[src/design/diode_clipper_newton_solver_unit_defines.svh]
// assertion macros shared by the diode clipper solver rtl
// no dependencies; checks compile out when SYNTHESIS is set
`ifndef DIODE_CLIPPER_NEWTON_SOLVER_UNIT_DEFINES_SVH
`define DIODE_CLIPPER_NEWTON_SOLVER_UNIT_DEFINES_SVH
`ifndef SYNTHESIS
`define DCN_ASSERT_IMP(lbl, ante, cons, msg) \
    lbl: assert property (@(posedge clk) disable iff (!rst_n) (ante) |-> (cons)) \
        else $error(msg);
`define DCN_ASSERT_NXT(lbl, ante, cons, msg) \
    lbl: assert property (@(posedge clk) disable iff (!rst_n) (ante) |=> (cons)) \
        else $error(msg);
`else
`define DCN_ASSERT_IMP(lbl, ante, cons, msg)
`define DCN_ASSERT_NXT(lbl, ante, cons, msg)
`endif
`endif

[src/design/dcn_pkg.sv]
// shared types, constants and the cordic angle table for the diode clipper solver
// no dependencies
package dcn_pkg;

    localparam int MAX_ITERATIONS = 50;
    localparam int SAMPLE_WIDTH   = 16;

    localparam int CFG_INDEX_W = 8;
    localparam int CFG_DATA_W  = 48;

    localparam logic [CFG_INDEX_W-1:0] REG_INPUT_GAIN   = 8'd0;
    localparam logic [CFG_INDEX_W-1:0] REG_INV_VT       = 8'd1;
    localparam logic [CFG_INDEX_W-1:0] REG_CURRENT_RATIO = 8'd2;
    localparam logic [CFG_INDEX_W-1:0] REG_OUTPUT_GAIN  = 8'd3;

    localparam logic [23:0] INPUT_GAIN_RST   = 24'd65536;
    localparam logic [23:0] INV_VT_RST       = 24'd2534900;
    localparam logic [47:0] CUR_RATIO_RST    = 48'd562949;
    localparam logic [23:0] OUTPUT_GAIN_RST  = 24'd65536;

    localparam logic [23:0] STEP_MAX    = 24'd13421773;
    localparam logic [27:0] LN2_Q28     = 28'd186065280;
    localparam logic [33:0] ARG_MAX     = 34'd12884901888;
    localparam logic [38:0] TERM_LIMIT  = 39'd274877906944;
    localparam logic [30:0] CORDIC_INIT = 31'd1296540104;

    localparam int CORDIC_STEPS = 32;
    localparam int DIV_STEPS    = 28;
    localparam int RED_BITS     = 7;

    typedef enum logic [3:0] {
        OP_NONE,
        OP_LOAD,
        OP_ARG,
        OP_RED,
        OP_CINIT,
        OP_CSTEP,
        OP_MUL,
        OP_SHIFT,
        OP_SLOPE,
        OP_RESID,
        OP_DSTEP,
        OP_UPDATE,
        OP_FINISH
    } op_t;

    typedef struct packed {
        op_t        op;
        logic [4:0] idx;
    } cmd_t;

    typedef struct packed {
        logic step_zero;
    } status_t;

    // atanh(2^-i) in q.30, exact powers of two past stage nine
    function automatic logic [30:0] atanh_q30(input logic [4:0] i);
        logic [30:0] r;
        case (i)
            5'd1:    r = 31'd589812981;
            5'd2:    r = 31'd274247418;
            5'd3:    r = 31'd134923406;
            5'd4:    r = 31'd67196451;
            5'd5:    r = 31'd33565361;
            5'd6:    r = 31'd16778582;
            5'd7:    r = 31'd8388779;
            5'd8:    r = 31'd4194325;
            5'd9:    r = 31'd2097155;
            default: r = 31'd1 << (5'd30 - i);
        endcase
        return r;
    endfunction

endpackage

[src/design/dcn_controller.sv]
// sequencer for the newton loop: steps the datapath through each iteration phase
// depends on dcn_pkg and the assertion macro header
`include "diode_clipper_newton_solver_unit_defines.svh"

module dcn_controller #(
    parameter int MAX_ITERATIONS = dcn_pkg::MAX_ITERATIONS
) (
    input  logic             clk,
    input  logic             rst_n,
    input  logic             in_valid,
    output logic             in_ready,
    output logic             out_valid,
    input  logic             out_ready,
    output dcn_pkg::cmd_t    cmd,
    input  dcn_pkg::status_t status
);

    localparam int ITER_W = $clog2(MAX_ITERATIONS + 1);

    typedef enum logic [10:0] {
        S_IDLE   = 11'b00000000001,
        S_ARG    = 11'b00000000010,
        S_RED    = 11'b00000000100,
        S_CINIT  = 11'b00000001000,
        S_CORDIC = 11'b00000010000,
        S_PROD   = 11'b00000100000,
        S_SLOPE  = 11'b00001000000,
        S_RESID  = 11'b00010000000,
        S_DIV    = 11'b00100000000,
        S_UPDATE = 11'b01000000000,
        S_FINISH = 11'b10000000000
    } state_t;

    state_t              state_reg, state_next;
    logic [4:0]          cnt_reg, cnt_next;
    logic [ITER_W-1:0]   iter_reg, iter_next;
    logic                out_valid_reg, out_valid_next;
    logic [4:0]          stage;

    // stages four and thirteen run twice
    always_comb
    begin
        if (cnt_reg < 5'd4)
        begin
            stage = cnt_reg + 5'd1;
        end
        else if (cnt_reg <= 5'd13)
        begin
            stage = cnt_reg;
        end
        else
        begin
            stage = cnt_reg - 5'd1;
        end
    end

    always_comb
    begin
        state_next     = state_reg;
        cnt_next       = cnt_reg;
        iter_next      = iter_reg;
        out_valid_next = out_valid_reg && !out_ready;
        cmd.op         = dcn_pkg::OP_NONE;
        cmd.idx        = '0;

        case (state_reg)
            S_IDLE:
            begin
                if (in_valid)
                begin
                    cmd.op     = dcn_pkg::OP_LOAD;
                    iter_next  = '0;
                    state_next = S_ARG;
                end
            end
            S_ARG:
            begin
                cmd.op     = dcn_pkg::OP_ARG;
                cnt_next   = 5'(dcn_pkg::RED_BITS - 1);
                state_next = S_RED;
            end
            S_RED:
            begin
                cmd.op  = dcn_pkg::OP_RED;
                cmd.idx = cnt_reg;
                if (cnt_reg == 5'd0)
                begin
                    state_next = S_CINIT;
                end
                else
                begin
                    cnt_next = cnt_reg - 5'd1;
                end
            end
            S_CINIT:
            begin
                cmd.op     = dcn_pkg::OP_CINIT;
                cnt_next   = '0;
                state_next = S_CORDIC;
            end
            S_CORDIC:
            begin
                cmd.op  = dcn_pkg::OP_CSTEP;
                cmd.idx = stage;
                if (cnt_reg == 5'(dcn_pkg::CORDIC_STEPS - 1))
                begin
                    cnt_next   = '0;
                    state_next = S_PROD;
                end
                else
                begin
                    cnt_next = cnt_reg + 5'd1;
                end
            end
            S_PROD:
            begin
                // two partial products then a scale for e^+r, same again for e^-r
                case (cnt_reg)
                    5'd0:
                    begin
                        cmd.op  = dcn_pkg::OP_MUL;
                        cmd.idx = 5'b00000;
                    end
                    5'd1:
                    begin
                        cmd.op  = dcn_pkg::OP_MUL;
                        cmd.idx = 5'b00001;
                    end
                    5'd2:
                    begin
                        cmd.op  = dcn_pkg::OP_SHIFT;
                        cmd.idx = 5'b00000;
                    end
                    5'd3:
                    begin
                        cmd.op  = dcn_pkg::OP_MUL;
                        cmd.idx = 5'b00010;
                    end
                    5'd4:
                    begin
                        cmd.op  = dcn_pkg::OP_MUL;
                        cmd.idx = 5'b00011;
                    end
                    default:
                    begin
                        cmd.op  = dcn_pkg::OP_SHIFT;
                        cmd.idx = 5'b00001;
                    end
                endcase
                if (cnt_reg == 5'd5)
                begin
                    state_next = S_SLOPE;
                end
                else
                begin
                    cnt_next = cnt_reg + 5'd1;
                end
            end
            S_SLOPE:
            begin
                cmd.op     = dcn_pkg::OP_SLOPE;
                state_next = S_RESID;
            end
            S_RESID:
            begin
                cmd.op     = dcn_pkg::OP_RESID;
                cnt_next   = '0;
                state_next = S_DIV;
            end
            S_DIV:
            begin
                cmd.op = dcn_pkg::OP_DSTEP;
                if (cnt_reg == 5'(dcn_pkg::DIV_STEPS - 1))
                begin
                    state_next = S_UPDATE;
                end
                else
                begin
                    cnt_next = cnt_reg + 5'd1;
                end
            end
            S_UPDATE:
            begin
                cmd.op = dcn_pkg::OP_UPDATE;
                if (status.step_zero || iter_reg == ITER_W'(MAX_ITERATIONS - 1))
                begin
                    state_next = S_FINISH;
                end
                else
                begin
                    iter_next  = iter_reg + 1'b1;
                    state_next = S_ARG;
                end
            end
            S_FINISH:
            begin
                if (!out_valid_reg || out_ready)
                begin
                    cmd.op         = dcn_pkg::OP_FINISH;
                    out_valid_next = 1'b1;
                    state_next     = S_IDLE;
                end
            end
            default:
            begin
                state_next = S_IDLE;
            end
        endcase
    end

    always_ff @(posedge clk or negedge rst_n)
    begin
        if (!rst_n)
        begin
            state_reg     <= S_IDLE;
            cnt_reg       <= '0;
            iter_reg      <= '0;
            out_valid_reg <= 1'b0;
        end
        else
        begin
            state_reg     <= state_next;
            cnt_reg       <= cnt_next;
            iter_reg      <= iter_next;
            out_valid_reg <= out_valid_next;
        end
    end

    assign in_ready  = (state_reg == S_IDLE);
    assign out_valid = out_valid_reg;

    `DCN_ASSERT_IMP(a_iter_bound, 1'b1, iter_reg < ITER_W'(MAX_ITERATIONS), "iteration overrun")
    `DCN_ASSERT_NXT(a_accept_starts, in_valid && in_ready, state_reg == S_ARG, "accept lost")
    `DCN_ASSERT_NXT(a_finish_shows, cmd.op == dcn_pkg::OP_FINISH, out_valid_reg, "result dropped")

endmodule

[config.mk]
export PLATFORM = sky130hd
export DESIGN_NAME = dcn_controller
export DESIGN_NICKNAME = d
export VERILOG_FILES = /design/src/design/dcn_pkg.sv /design/src/design/dcn_controller.sv
export VERILOG_INCLUDE_DIRS = /design/src /design/src/design
export SDC_FILE = /design/constraint.sdc
export NUM_CORES = 1
export LEC_CHECK = 0
export BUFFER_PORTS_ARGS = -buffer_cell sky130_fd_sc_hd__buf_2
export CAP_MARGIN = 0
export CORE_ASPECT_RATIO = 0.8
export CORE_MARGIN = 2
export CORE_UTILIZATION = 40
export CTS_CLUSTER_SIZE = 16
export DETAILED_ROUTE_END_ITERATION = 8
export PLACE_DENSITY = 0.59
export SLEW_MARGIN = 15
export SYNTH_ARGS = -nofsm -noshare
export SYNTH_HDL_FRONTEND = slang
export SYNTH_SLANG_ARGS = --single-unit
[constraint.sdc]
create_clock -name clk -period 3.07 [get_ports clk]
set_input_delay 0.7675 -clock clk [delete_from_list [all_inputs] [get_ports clk]]
set_output_delay 0.7675 -clock clk [all_outputs]
set_load 0.01 [all_outputs]
# == After elaboration in Yosys (flattened, before gate mapping) ==
# Cells that the tools add are included.
# totals
ff_bits,23
inputBits,5
out_inout_bits,11
# op_classes
n_addsub,3
order_cmp,2
n_eq_ne,29
n_mux,25
n_reduce_logical,12
# ops
cell,n
11-bit case mux with 11 select lines,1
11-bit two-way mux,7
4-bit case mux with 11 select lines,1
5-bit two-way mux,6
5-bit case mux with 6 select lines,1
6-bit case mux with 5 select lines,1
"2-bit inequality test, second input constant",10
5-bit case mux with 3 select lines,1
6-bit two-way mux,2
6-bit case mux with 2 select lines,1
"11-bit by 1-bit == test with 1-bit output, second input constant",1
"11-bit by 10-bit == test with 1-bit output, second input constant",1
"11-bit == test, second input constant",1
"11-bit by 2-bit == test with 1-bit output, second input constant",1
"11-bit by 3-bit == test with 1-bit output, second input constant",1
"11-bit by 4-bit == test with 1-bit output, second input constant",1
"11-bit by 5-bit == test with 1-bit output, second input constant",1
"11-bit by 6-bit == test with 1-bit output, second input constant",1
"11-bit by 7-bit == test with 1-bit output, second input constant",1
"11-bit by 8-bit == test with 1-bit output, second input constant",1
"11-bit by 9-bit == test with 1-bit output, second input constant",1
"5-bit by 2-bit == test with 1-bit output, second input constant",2
"5-bit by 3-bit == test with 1-bit output, second input constant",2
"5-bit == test, second input constant",2
19 further kinds,23

# == Depth between registers and ports, before layout ==
# depth
ltp_word,4
ltp_mapped,10
ltp_nobuf,9

# == Least setup slack after synthesis ==
# Ideal clock, no wire load.
# synth_path
path_kind,register -> output
startpoint,register state_reg[5]
endpoint,output port cmd[2] in the netlist's numbering
t_arrival_ps,1946
t_required_ps,2303
setup_slack_ps,356
path_stages_with_launch,7
path_buffers,2
cell_sequence,dfrtp_1 clkbuf_1 or4_1 nor2_1 nand3_1 clkbuf_1 o32ai_1
# synth_rtl
element,line_no,text
start: declaration,dcn_controller.sv:34,"state_t state_reg, state_next;"
start signal: assignment,dcn_controller.sv:222,state_reg <= state_next;
end: declaration,dcn_controller.sv:14,"output dcn_pkg::cmd_t cmd,"

==> summary.txt <==
Outcome
  • Status: completed

Clock network
  • Clk_lat worst skew: 0.26 ns
  • TritonCTS clock tree: built
  • TritonCTS Buffers: 3
  • H-tree depth: 1
  • Max Buffers Root-to-Sink: 2
  • Num Clock Sinks: 23
  • Clock Tree Root: clkbuf_8
  • Clock slew seen by the registers of the worst setup and hold paths: 0.08 ns

GRT
  • Initial antenna violation count: 0
  • Maximum number of pins on one net before global-route repair: 24
  • Global-route wire length before repair: 9050 um
  • Total GRT Usage: 21.3%
  • Vias in the first global route: 1,761
  • Gr ovfl total: 0

Final layout
  • Ant diodes: 0
  • Multi-input gate area: 1320 sq um
  • Fillers: 489
  • Cell area after layout: 2230 sq um
  • Post-layout util: 47.7%
  • P&R area growth vs syn: 12.4%
  • Share of layout cells above drive strength 1: 17.5%
  • Final #Nets: 282
  • Sequential cell area: 579 sq um
  • Number of flip-flops in the largest register: 11

Logic synthesis
  • Synthesis warning total: 0
  • Register area share after synthesis: 29.0%
  • Post-synthesis cell count: 255
  • Synth top area cells: dfrtp_1 (28%), o21ai_0 (5.3%), ha_1 (5.0%)
  • Syn Area/Cell: 7.79 sq um
  • Dominant synthesized flop cell: dfrtp_1
  • Async set-reset flop share out of synthesis: 100%
  • Syn_nets: 268
  • EDFF count, synth: 0
  • Cell with the most instances after synthesis: nor2_1
  • Synth unique cells: 55
  • FF+latch count, synth: 23
  • Synth cell count leaders: nor2_1 (23), dfrtp_1 (22), nand2_1 (22)
  • Cell Area, Synth: 1990 sq um
  • Biggest area consumer among synthesized cells: dfrtp_1
  • Top cell type's share of synthesized area: 27.7%

Timing
  • Setup_tns: 0 ns
  • Hold slack: 0.466 ns
  • Slew of the pin with the lowest slew margin: 0.572 ns
  • Slew HR: 61.8%
  • RSZ-0062 raised after global routing: no
  • FMAX: 344 MHz
  • Fin crit period: 2.91 ns
  • Fin crit share: 94.7%
  • Final max-slew violation count: 0
  • Setup Skew: 0.00888 ns
  • Hold Vio Cnt, Final: 0
  • Final setup viols: 0

Placed design
  • IO buf count: 15
  • RD Place Congestion: 0.889
  • Dpl cell area: 2140 sq um
  • HPWL after DPL: 4010 um

Route
  • Wire per inst: 16.0 um
  • DRC Markers: 0
  • Via/cell ratio: 6.00
  • DR iter-0 viols: 237
  • Post-route antenna net violation count: 0
  • Detailed-router iteration count before antenna repair: 5
  • Via Count: 1,969
  • Total wire length: 5240 um

Worst setup path
  • Critical path endpoint category: output pin
  • Critical path arrival: 2.14 ns
  • Reg2Reg Depth: 8
  • CP Max Fanout: 10
  • Critical path launch point type: register
  • CP Class: reg -> out
  • Critical Path RT: 2.30 ns

Worst hold path
  • Hold Crit Class: in -> async

Floorplan
  • Num rows: 22
  • Core area: 4680 sq um
  • Initial Util: 42.5%
  • Die width: 82.8 um
  • DIE AREA: 5550 sq um
  • Die Y: 67.0 um
  • I/O pins: 16

Pwr
  • Power per standard cell area: 643 nW/um^2
  • Leak Pwr: 0.980 nW
  • VDD IR max: 0.000355 V

Run
  • Max-Cap Viols: 0
[metal layers]
layer  GRT usage, %  part of all wire, %
met5              0                    0
met4           2.46                 0.31
met3           3.39                  7.5
met2           28.3                   40
met1           35.7                   52
[cells in the final DEF (no fill, tap or decap), types with 10 or more instances in the layout]
master and instances:
nor2_1 22, inv_1 10, buf_2 15, o21ai_0 20
a21oi_1 15, buf_4 14, dfrtp_1 20, nand3_1 12
nand2_1 22
[report_power, final]
group	leakage (nW)	total [W]	internal, W	switching (W)
registers	0.303	0.000422	0.000347	0.0000744
logic	0.654	0.000831	0.000343	0.000487
clock network	0.0228	0.000184	0.0000925	0.0000918
total	0.980	0.00144	0.000783	0.000653
[stage by stage]
stage | cells | total power [W] | setup WS, ns
2_1_floorplan | 255 | 0.000984 | 0.356
6_report | 328 | 0.00144 | 0.163
3_5_place_dp | 322 | 0.00123 | 0.268
3_3_place_gp | 322 | 0.00124 | 0.249
5_1_grt | 328 | 0.00156 | 0.0125
4_1_cts | 326 | 0.00142 | 0.0549
[repair_timing]
item / CTS / global route
hold buffers: 0 / 0
setup endpoints to repair: 1 / 5
gates cloned: 0 / 0
resized for setup: 1 / 9
setup buffers: 0 / 2
[final cells by class]
type	instances	area share [%]
Tap cell	60	3.36
Timing Repair Buffer	29	8.07
Multi-Input combinational cell	202	58.9
Sequential cell	23	25.9
Clock buffer	4	2.02
Inverter	10	1.68
[worst max-delay path, cell delays in order (launching register included)]
cell	delay [ns]
dfstp_2	0.42
or4_1	0.59
nor2_2	0.19
nand3_4	0.13
buf_4	0.18
o31ai_1	0.20
buf_2	0.16
[path summary, 6_finish.rpt]
check	from	endpoint	slack (ns)
worst min-delay path	rst_n	iter_reg[5]	0.47
worst max-delay path	state_reg[0]	cmd[3]	0.16
min in group clk	iter_reg[0]	iter_reg[0]	0.53
max in group asynchronous	rst_n	state_reg[5]	2.23
worst min register to register	iter_reg[0]	iter_reg[0]	0.53
worst max register to register	cnt_reg[1]	iter_reg[5]	0.44
[logic make-up (layout without fill, tap and decap cells)]
group	after synthesis	after routing	share of synthesized area (%)
adders and majority gates	8	8	5.04
xor gates and xnor gates	4	4	1.76
buffers and inverters	30	43	6.11
muxes	5	5	2.58
and+or+nand+nor	117	117	32.5
DFF	23	23	29.0
AOI/OAI and AO/OA	68	68	23.0
Power figures use the tool's default switching activity.
